`src/laqs_pkg.sv`:
```
// shared types and constants of the linear array queue with search
// no dependencies; imported by every module of the block
package laqs_pkg;

    // queue geometry
    localparam int unsigned DEPTH    = 64;
    localparam int unsigned IDX_W    = $clog2(DEPTH);
    localparam int unsigned CNT_W    = $clog2(DEPTH + 1);
    localparam int unsigned POS_W    = 7;
    localparam int unsigned DATA_W   = 32;

    // command queue between front and back
    localparam int unsigned CQ_DEPTH = 2;
    localparam int unsigned CQ_PTR_W = $clog2(CQ_DEPTH);
    localparam int unsigned CQ_CNT_W = $clog2(CQ_DEPTH + 1);

    // command codes
    typedef enum logic [2:0] {
        CMD_INSERT   = 3'd0,
        CMD_REMOVE   = 3'd1,
        CMD_SEARCH   = 3'd2,
        CMD_COUNT    = 3'd3,
        CMD_SHOW_FWD = 3'd4,
        CMD_SHOW_REV = 3'd5
    } t_cmd_e;

    // result status codes
    typedef enum logic [1:0] {
        ST_OK        = 2'd0,
        ST_OVERFLOW  = 2'd1,
        ST_EMPTY     = 2'd2,
        ST_NOT_FOUND = 2'd3
    } t_status_e;

    // input word as it arrives
    typedef struct packed {
        logic [2:0]               cmd;
        logic signed [DATA_W-1:0] value;
    } t_in_word;

    // result word
    typedef struct packed {
        t_status_e                status;
        logic signed [DATA_W-1:0] data;
        logic [POS_W-1:0]         position;
        logic                     last;
    } t_out_word;

    // classified command held in the command queue
    typedef struct packed {
        t_cmd_e                   cmd;
        logic signed [DATA_W-1:0] value;
    } t_cmd;

    // queue indexes seen by the top level
    typedef struct packed {
        logic [CNT_W-1:0] head;
        logic [CNT_W-1:0] tail;
    } t_q_stat;

endpackage

```
`src/laqs_front.sv`:
```
// front end: accepts input words, drops unused codes, queues valid commands
// depends on laqs_pkg
module laqs_front import laqs_pkg::*; (
    input  logic     i_clk,
    input  logic     i_rst_n,
    input  logic     push,
    output logic     full,
    input  t_in_word i_item,
    output logic     o_cmd_vld,
    output t_cmd     o_cmd,
    input  logic     i_cmd_take
);

    t_cmd                r_q [CQ_DEPTH];
    logic [CQ_PTR_W-1:0] r_wp;
    logic [CQ_PTR_W-1:0] r_rp;
    logic [CQ_CNT_W-1:0] r_cnt;
    logic                accept;
    logic                known;
    logic                wr;
    logic                rd;

    // classify the incoming word
    assign full   = (r_cnt == CQ_CNT_W'(CQ_DEPTH));
    assign accept = push && !full;
    assign known  = (i_item.cmd <= 3'(CMD_SHOW_REV));
    assign wr     = accept && known;
    assign rd     = i_cmd_take && (r_cnt != '0);

    assign o_cmd_vld = (r_cnt != '0);
    assign o_cmd     = r_q[r_rp];

    // command queue storage
    always_ff @(posedge i_clk) begin
        if (wr) begin
            r_q[r_wp] <= '{cmd: t_cmd_e'(i_item.cmd), value: i_item.value};
        end
    end

    // queue pointers
    always_ff @(posedge i_clk) begin
        if (!i_rst_n) begin
            r_wp  <= '0;
            r_rp  <= '0;
            r_cnt <= '0;
        end else begin
            if (wr) begin
                r_wp <= r_wp + 1'b1;
            end
            if (rd) begin
                r_rp <= r_rp + 1'b1;
            end
            if (wr && !rd) begin
                r_cnt <= r_cnt + 1'b1;
            end else if (rd && !wr) begin
                r_cnt <= r_cnt - 1'b1;
            end
        end
    end

endmodule

```
`src/laqs_back.sv`:
```
// back end: entry memory, head and tail, command sequencer and result register
// depends on laqs_pkg
module laqs_back import laqs_pkg::*; (
    input  logic      i_clk,
    input  logic      i_rst_n,
    input  logic      i_cmd_vld,
    input  t_cmd      i_cmd,
    output logic      o_cmd_take,
    output logic      empty,
    input  logic      pop,
    output t_out_word o_result,
    output t_q_stat   o_stat
);

    typedef enum logic {
        S_IDLE,
        S_WALK
    } t_state_e;

    logic [DATA_W-1:0]        r_mem [DEPTH];
    logic [DATA_W-1:0]        r_rd;

    t_state_e                 r_state, n_state;
    t_cmd_e                   r_op, n_op;
    logic signed [DATA_W-1:0] r_val, n_val;
    logic [CNT_W-1:0]         r_cur, n_cur;
    logic [CNT_W-1:0]         r_head, n_head;
    logic [CNT_W-1:0]         r_tail, n_tail;
    t_out_word                r_out, n_out;
    logic                     r_out_vld, n_out_vld;

    logic                     out_free;
    logic                     q_empty;
    logic                     at_end;
    logic                     at_beg;
    logic                     match;
    logic                     we;
    logic [IDX_W-1:0]         rd_addr;
    logic [CNT_W-1:0]         cur_inc;
    logic [CNT_W-1:0]         cur_dec;
    logic [CNT_W-1:0]         tail_dec;

    assign out_free = !r_out_vld || pop;
    assign q_empty  = (r_head == r_tail);
    assign cur_inc  = r_cur + 1'b1;
    assign cur_dec  = r_cur - 1'b1;
    assign tail_dec = r_tail - 1'b1;
    assign at_end   = (cur_inc == r_tail);
    assign at_beg   = (r_cur == r_head);
    assign match    = (r_rd == r_val);

    assign empty    = !r_out_vld;
    assign o_result = r_out;
    assign o_stat   = '{head: r_head, tail: r_tail};

    // sequencer next state and result selection
    always_comb begin
        n_state    = r_state;
        n_op       = r_op;
        n_val      = r_val;
        n_cur      = r_cur;
        n_head     = r_head;
        n_tail     = r_tail;
        n_out      = r_out;
        n_out_vld  = r_out_vld && !pop;
        o_cmd_take = 1'b0;
        we         = 1'b0;
        rd_addr    = r_cur[IDX_W-1:0];

        unique case (r_state)
            S_IDLE: begin
                if (i_cmd_vld && out_free) begin
                    o_cmd_take = 1'b1;
                    n_op       = i_cmd.cmd;
                    n_val      = i_cmd.value;
                    n_out      = '{status: ST_OK, data: '0, position: '0, last: 1'b1};
                    unique case (i_cmd.cmd) inside
                        CMD_INSERT: begin
                            n_out_vld = 1'b1;
                            if (r_tail == CNT_W'(DEPTH)) begin
                                n_out.status = ST_OVERFLOW;
                            end else begin
                                we     = 1'b1;
                                n_tail = r_tail + 1'b1;
                            end
                        end
                        CMD_REMOVE, CMD_SEARCH, CMD_SHOW_FWD: begin
                            if (q_empty) begin
                                n_out_vld    = 1'b1;
                                n_out.status = ST_EMPTY;
                            end else begin
                                rd_addr = r_head[IDX_W-1:0];
                                n_cur   = r_head;
                                n_state = S_WALK;
                            end
                        end
                        CMD_SHOW_REV: begin
                            if (q_empty) begin
                                n_out_vld    = 1'b1;
                                n_out.status = ST_EMPTY;
                            end else begin
                                rd_addr = tail_dec[IDX_W-1:0];
                                n_cur   = tail_dec;
                                n_state = S_WALK;
                            end
                        end
                        CMD_COUNT: begin
                            n_out_vld      = 1'b1;
                            n_out.position = POS_W'(r_tail - r_head);
                        end
                        default: begin
                            n_state = S_IDLE;
                        end
                    endcase
                end
            end
            S_WALK: begin
                // r_rd holds the entry at slot r_cur
                if (out_free) begin
                    n_out = '{status: ST_OK, data: r_rd, position: '0, last: 1'b1};
                end
                case (r_op)
                    CMD_REMOVE: begin
                        if (out_free) begin
                            n_out_vld = 1'b1;
                            n_head    = r_head + 1'b1;
                            n_state   = S_IDLE;
                        end
                    end
                    CMD_SEARCH: begin
                        if (match || at_end) begin
                            if (out_free) begin
                                n_out_vld      = 1'b1;
                                n_out.data     = '0;
                                n_out.status   = match ? ST_OK : ST_NOT_FOUND;
                                n_out.position = match ? POS_W'(r_cur) : '0;
                                n_state        = S_IDLE;
                            end
                        end else begin
                            n_cur   = cur_inc;
                            rd_addr = cur_inc[IDX_W-1:0];
                        end
                    end
                    CMD_SHOW_FWD: begin
                        if (out_free) begin
                            n_out_vld  = 1'b1;
                            n_out.last = at_end;
                            if (at_end) begin
                                n_state = S_IDLE;
                            end else begin
                                n_cur   = cur_inc;
                                rd_addr = cur_inc[IDX_W-1:0];
                            end
                        end
                    end
                    CMD_SHOW_REV: begin
                        if (out_free) begin
                            n_out_vld  = 1'b1;
                            n_out.last = at_beg;
                            if (at_beg) begin
                                n_state = S_IDLE;
                            end else begin
                                n_cur   = cur_dec;
                                rd_addr = cur_dec[IDX_W-1:0];
                            end
                        end
                    end
                    default: begin
                        n_state = S_IDLE;
                    end
                endcase
            end
            default: begin
                n_state = S_IDLE;
            end
        endcase
    end

    // entry memory, one write and one registered read per cycle
    always_ff @(posedge i_clk) begin
        if (we) begin
            r_mem[r_tail[IDX_W-1:0]] <= i_cmd.value;
        end
        r_rd <= r_mem[rd_addr];
    end

    // state and registered outputs
    always_ff @(posedge i_clk) begin
        if (!i_rst_n) begin
            r_state   <= S_IDLE;
            r_head    <= '0;
            r_tail    <= '0;
            r_out_vld <= 1'b0;
        end else begin
            r_state   <= n_state;
            r_head    <= n_head;
            r_tail    <= n_tail;
            r_out_vld <= n_out_vld;
        end
        r_op  <= n_op;
        r_val <= n_val;
        r_cur <= n_cur;
        r_out <= n_out;
    end

endmodule

```
`src/linear_array_queue_with_search.sv`:
```
// top level of the linear array queue with search
// depends on laqs_pkg, laqs_front and laqs_back
//
//   channel   handshake          word
//   input     push / full        i_item   (cmd, value)
//   result    pop / empty        o_result (status, data, position, last)
//
// insert, count and any command on an empty queue give their result in the back end with no memory read
// remove does one memory read, then gives the result
// search and show walk the n live entries: one memory read per slot
// a full result register stalls the walk at its next result; the two-word command queue keeps taking input until full
// reset clears head, tail and all valid state; no memory clearing pass
module linear_array_queue_with_search import laqs_pkg::*; (
    input  logic      i_clk,
    input  logic      i_rst_n,
    input  logic      push,
    output logic      full,
    input  t_in_word  i_item,
    output logic      empty,
    input  logic      pop,
    output t_out_word o_result
);

    logic    cmd_vld;
    t_cmd    cmd;
    logic    cmd_take;
    t_q_stat stat;

    // accept and classify
    laqs_front u_front (
        .i_clk      (i_clk),
        .i_rst_n    (i_rst_n),
        .push       (push),
        .full       (full),
        .i_item     (i_item),
        .o_cmd_vld  (cmd_vld),
        .o_cmd      (cmd),
        .i_cmd_take (cmd_take)
    );

    // carry out commands
    laqs_back u_back (
        .i_clk      (i_clk),
        .i_rst_n    (i_rst_n),
        .i_cmd_vld  (cmd_vld),
        .i_cmd      (cmd),
        .o_cmd_take (cmd_take),
        .empty      (empty),
        .pop        (pop),
        .o_result   (o_result),
        .o_stat     (stat)
    );

    // head never passes tail
    a_head_le_tail: assert property (@(posedge i_clk) disable iff (!i_rst_n)
        stat.head <= stat.tail)
        else $error("head index passed tail index");

    // tail never passes the depth
    a_tail_le_depth: assert property (@(posedge i_clk) disable iff (!i_rst_n)
        stat.tail <= CNT_W'(DEPTH))
        else $error("tail index beyond depth");

    // tail only holds or steps up by one
    a_tail_step: assert property (@(posedge i_clk) disable iff (!i_rst_n)
        $past(i_rst_n) && (stat.tail != $past(stat.tail))
            |-> (stat.tail == $past(stat.tail) + 1'b1))
        else $error("tail index moved by other than one");

    // head only holds or steps up by one
    a_head_step: assert property (@(posedge i_clk) disable iff (!i_rst_n)
        $past(i_rst_n) && (stat.head != $past(stat.head))
            |-> (stat.head == $past(stat.head) + 1'b1))
        else $error("head index moved by other than one");

endmodule
```
`config.mk`:
```
export PLATFORM = sky130hd
export DESIGN_NAME = linear_array_queue_with_search
export DESIGN_NICKNAME = d
export VERILOG_FILES = /design/src/laqs_pkg.sv /design/src/laqs_front.sv /design/src/laqs_back.sv /design/src/linear_array_queue_with_search.sv
export SDC_FILE = /design/constraint.sdc
export NUM_CORES = 2
export LEC_CHECK = 0
export BUFFER_PORTS_ARGS = -buffer_cell sky130_fd_sc_hd__buf_2
export CELL_PAD_IN_SITES_DETAIL_PLACEMENT = 1
export CELL_PAD_IN_SITES_GLOBAL_PLACEMENT = 1
export CORE_UTILIZATION = 40
export DETAILED_ROUTE_END_ITERATION = 8
export PLACE_DENSITY_LB_ADDON = 0.1
export REMOVE_ABC_BUFFERS = 1
export SETUP_SLACK_MARGIN = 0.15
export SLEW_MARGIN = 15
export SYNTH_ARGS = -nofsm -noshare
export SYNTH_HDL_FRONTEND = slang
export SYNTH_HIERARCHICAL = 1
export SYNTH_SLANG_ARGS = --single-unit
```
`constraint.sdc`:
```
create_clock -name i_clk -period 11.4 [get_ports i_clk]
set_input_delay 1.14 -clock i_clk [delete_from_list [all_inputs] [get_ports i_clk]]
set_output_delay 1.14 -clock i_clk [all_outputs]
set_load 0.03 [all_outputs]
```
### Word level (Yosys, flattened, before mapping)

Memories as Yosys holds them, arrays and structs flattened. A register that Yosys moved wholly into a read port is not among the register bits.
Index checks and enable logic that the tools add are counted.

| cells by class | value |
|---|---|
| $add $sub $neg | 10 |
| magnitude comparators | 1 |
| equal/unequal tests | 25 |
| mux-type cells | 69 |
| bitwise logic cells | 2 |
| reductions and logical operators | 25 |

Operators by type and width:

| operator | number |
|---|---|
| 41-bit two-way mux | 3 |
| 42-bit two-way mux | 2 |
| 42-bit case mux with 2 select lines | 1 |
| 7-bit two-way mux | 10 |
| 6-bit two-way mux | 8 |
| 32-bit equality test | 1 |
| 1-bit two-way mux | 28 |
| 7-bit case mux with 2 select lines | 2 |
| 6-bit case mux with 2 select lines | 2 |
| 7-bit by 1-bit adder with 7-bit output (second input constant) | 3 |
| 7-bit equality test | 3 |
| 3-bit inequality test (second input constant) | 7 |
| 7-bit case mux with 3 select lines | 1 |
| 6-bit case mux with 3 select lines | 1 |
| 7-bit by 1-bit subtractor with 7-bit output (second input constant) | 2 |
| 3-bit equality test (second input constant) | 4 |
| 1-bit case mux with 2 select lines | 5 |
| 10-bit AND reduction | 1 |
| 3-bit by 2-bit equality test with 1-bit output (second input constant) | 3 |
| 2-bit two-way mux | 4 |
| 7-bit equality test (second input constant) | 1 |
| 1-bit logical AND | 7 |
| 7-bit subtractor | 1 |
| 3-bit by 1-bit equality test with 1-bit output (second input constant) | 2 |
| other kinds (21) | 30 |

| storage, ports and cells | value |
|---|---|
| register bits after elaboration | 104 |
| RAM bits | 2118 |
| input bits | 39 |
| output and inout bits | 44 |
| word-level logic and storage cells | 148 |
| memories kept | 2 |

Memories:

| memory | depth | bits a word | read ports | clocked after Yosys merged registers in | wr ports | line | source |
|---|---|---|---|---|---|---|---|
| u_back.r_mem | 64 | 32 | 1 | 1 | 1 | laqs_back.sv:20 | `logic [DATA_W-1:0] r_mem [DEPTH];` |
| u_front.r_q | 2 | 35 | 1 | 1 | 1 | laqs_front.sv:14 | `t_cmd r_q [CQ_DEPTH];` |

### Longest topological paths before layout

| depth | value |
|---|---|
| depth in word-level cells | 9 |
| mapped depth | 20 |
| depth with buffers taken out | 14 |

### By module

The synthesis kept the hierarchy.

Modules (own cells, without submodules):

| module | times used | cells each | area an instance (um^2) | seq. area each (um^2) |
|---|---|---|---|---|
| laqs_back | 1 | 5237 | 85266.8 | 64982.3 |
| laqs_front | 1 | 134 | 2773.9 | 2202.1 |

### Worst setup path after synthesis

No wires, ideal clock.

| path | value |
|---|---|
| kind | input port to flip-flop |
| start point | input port pop |
| end point | memory u_back.r_mem[15][0] (enable) |
| setup time | 468 ps |
| arrival | 5241 ps |
| required time | 10932 ps |
| path slack | 5691 ps |
| stages on the path | 6 |
| path buffers | 1 |
| cells stage by stage | nand2b_1 -> clkbuf_1 -> nand2_1 -> nor3b_1 -> nand4_1 -> nor3b_1 |

| between the ends | value |
|---|---|
| longest elaborated chain between the ends | 6 |

RTL lines:

| item | line | source |
|---|---|---|
| start: declaration | linear_array_queue_with_search.sv:20 | `input logic pop,` |
| 1-bit logical OR | laqs_back.sv:43 | `assign out_free = !r_out_vld \|\| pop;` |
| 1-bit logical AND | laqs_back.sv:72 | `if (i_cmd_vld && out_free) begin` |
| 1-bit two-way mux | laqs_back.sv:72 |  |
| 1-bit two-way mux | laqs_back.sv:70 | `unique case (r_state)` |
| 1-bit two-way mux | laqs_back.sv:181 | `if (we) begin` |
| 1-bit two-way mux (implied by the code) | laqs_back.sv:182 | `r_mem[r_tail[IDX_W-1:0]] <= i_cmd.value;` |
| end: declaration | laqs_back.sv:20 |  |

Every way passes these cells.

==> impl_results.md <==
- Status: completed
- XOR/XNOR Fraction of Synth Area: 0.816%
- CTS tree: done
- Clock Skew: 0.0413 ns
- Clock sink total: 2255
- Number of routed nets with antenna violations: 0
- Die width: 471 um
- Placed Cells incl. Taps: 8168
- Slowest CP cell: dfxtp_2
- Final setup fails: 0
- DP Worst Slack: 3.71 ns
- Synth Flop Type: edfxtp_1
- Post_cts resized: 0
- Fmax: 138 MHz
- Share of flip-flops with an asynchronous set or reset: 0%
- Final Cycle Share: 63.5%
- Number of flops mapped to enable cells by yosys: 2202
- GR Util All Layers: 24.4%
- Die area: 0.222 mm^2
- Most frequent cells in the layout: 2202 x edfxtp_1, 625 x mux2i_1, 581 x nand2_1, 241 x o22ai_1, 234 x clkbuf_16
- GRT Max-Usage Layer: met2
- Startpoint types: flip-flop
- Synth-to-layout area growth: 14.0%
- Main combinational cell family by area after synthesis: multiplexers
- Total number of yosys warnings: 6
- Largest stage delay on the critical path: 0.97 ns
- Global-route wire length before repair: 384 mm
- Largest net degree at the start of global routing: 172
- Min-Delay Path Class: in2reg
- Hold WS: 0.444 ns
- Setup bufs post-CTS: 0
- Power per cell area: 216 mW/mm^2
- VDD IR max: 161 uV
- Fillers: 20731
- Vias in the first global route: 50681
- Setup crit end kind: flip-flop
- Vias/cell: 5.85
- Distinct cells, synth: 75
- Syn Inst Count: 5371
- Final Critical Period: 7.24 ns
- DRT Wirelength: 275 mm
- CP top delay family: buffers and inverters
- Drc violations: 0
- Crit Path Category: reg2reg
- Share of cells above drive strength 1: 13.6%
- Antenna violations before repair: 43
- Top cell type's share of synthesized area: 75.1%
- Post-placement cell area: 0.0928 mm^2
- Number of max-cap violations: 0
- Mux cell area share after synthesis: 8.37%
- Worst Max-Slew Pin Slew: 1.34 ns
- Worst Path Arrival: 7.99 ns
- Nets: 5602
- Seq/Total Area, Yosys: 76.3%
- Crit path max fanout: 54
- Met3 Usage GRT: 4.67%
- Skew-Pair Late Insertion Delay: 0.89 ns
- Fin cells: 8629
- DIE HEIGHT: 471 um
- Final setup TNS: 0 ns
- Starting Density: 40.4%
- Syn avg cell area: 16.4 um^2
- CTS Hold Bufs: 0
- FF+latch count, synth: 2255
- M2 GR Usage: 36.9%
- Final hold violations: 0
- Worst path cell trace: mux2_2 > inv_1 > nor3_1 > a22oi_1 > nor2_1 > a21oi_1 > nor2_1 > a21o_4 > buf_4 > buf_4 > mux2i_1 > o22ai_1 > o21ai_0 > nand3_1 > or3_1
- Dominant cells by area after synthesis: edfxtp_1 75%, mux2i_1 7.1%, nand2_1 2.5%
- Routed len/inst: 31.9 um
- I/O Buffers: 82
- Commonest non-fill, non-tap cell in the layout: edfxtp_1
- HPWL Detailed: 149 mm
- Core Area: 0.218 mm^2
- Clk root buf: clkbuf_16
- WP buf/inv: 3
- Vias: 50463
- Clock transition at path regs: 0.06 ns
- Number of DRC markers in iteration 0: 5820
- H-tree Lvls: 4
- Gr ovfl total: 0
- Synth Area in Simple Gates: 5.11%
- Post-route cell area: 0.100 mm^2
- DR pass1 iterations: 5
- Static Leakage: 33.5 nW
- CTS Buffer Depth: 3
- Final slew viol count: 0
- Final worst slack: 4.16 ns
- Cell Area, Synth: 0.0880 mm^2
- Num CTS Buffers: 233
- Compound-Gate Fraction of Synth Area: 7.47%
- I/O Pins: 83
- Met1 usage: 35.6%
- Slew HR: 9.48%
- Gpl congestion: 0.832
- RSZ-0062 raised after global routing: no
- Critical Path RT: 12.15 ns
- Cell taking the most area after synthesis: edfxtp_1
- Adder-Cell Fraction of Synth Area: 0.207%
- Core Rows: 171
worst register-to-register path: stages (launching register included):
cell and delay, ns:
dfxtp_2 0.97, mux2_2 0.43, inv_1 0.16, nor3_1 0.55, a22oi_1 0.18, nor2_1 0.14
a21oi_1 0.08, nor2_1 0.58, a21o_4 0.54, buf_4 0.88, buf_4 0.88, mux2i_1 0.33
o22ai_1 0.10, o21ai_0 0.82, nand3_1 0.14, or3_1 0.36
layer usage:
layer / routed length (um) / vias up
met4: 6900 / 6
met3: 21200 / 310
met2: 123000 / 1723
met5: 40 / -
met1: 124000 / 26823
li1: - / 21601
synth_stat cells (38+ instances only):
cell and number:
a22o_1 94, or3_1 38, xor2_1 45, nand2_1 583, a32oi_1 93, clkbuf_1 183
buf_2 94, a32o_1 62, nand4_1 43, o21ai_0 111, o22ai_1 241, a21oi_1 199
nor2_1 131, mux2i_1 625, edfxtp_1 2202, nand3_1 147, dfxtp_1 53
path summary, 6_finish.rpt:
kind / from / to / slack, ns / cells past startpoint
setup / recovery: flip-flop / u_back/r_rd[5] / 4.16 / 15
hold / removal: i_item[16] / u_front/r_q[1][16] / 0.44 / 1
setup reg to reg: flip-flop / u_back/r_rd[5] / 4.16 / 15
hold reg to reg: u_front/r_wp / u_front/r_wp / 0.52 / 2
final cells by class:
type | count | area (um^2) | area share, %
timing repair buffer | 272 | 1920 | 1.92
clock inverter | 133 | 1260 | 1.25
inverter | 18 | 67.6 | 0.0673
clock buffer | 304 | 6200 | 6.18
multi-input combinational | 2769 | 20100 | 20.0
sequential | 2255 | 67200 | 67.0
antenna | 24 | 60.1 | 0.0599
tap | 2854 | 3570 | 3.56
cells by family (layout without fill, tap and decap cells):
family	count (synthesis)	after routing
buf+inv	347	727
xor+xnor	82	82
fa+ha+maj	14	14
mux	693	693
simple gates	1032	1032
compound gates	948	948
flops	2255	2255
other cells	0	24
stage by stage:
| step | total power, mW | util, % |
|---|---|---|
| finish | 21.6 | 46.0 |
| global route | 22.3 | 46.0 |
| detailed placement | 14.3 | 42.6 |
| floorplan | 13.0 | - |
| global placement | 14.2 | 42.6 |
| CTS | 21.8 | 46.0 |
registers in the layout, indices dropped and copies added, names as in the netlist, named ones only:
register	count
u_back/r_rd	32
u_back/r_out_vld	1
u_front/r_cnt	2
u_back/r_head	7
u_back/r_op	3
u_front/r_q	70
u_back/r_cur	7
u_back/o_result	35
u_back/r_tail	7
u_back/r_mem	2048
u_back/r_val	32
u_front/r_wp	1
u_front/r_rp	1
u_back/r_state	1
power by group:
| part | total, mW | internal (mW) | leakage, nW | switching [mW] |
|---|---|---|---|---|
| registers | 10.4 | 10.2 | 20.3 | 0.249 |
| logic | 3.72 | 0.865 | 9.53 | 2.86 |
| clock network | 7.49 | 4.22 | 3.65 | 3.26 |
| total | 21.6 | 15.3 | 33.5 | 6.37 |
No activity file was read; power rests on OpenSTA's default activity.
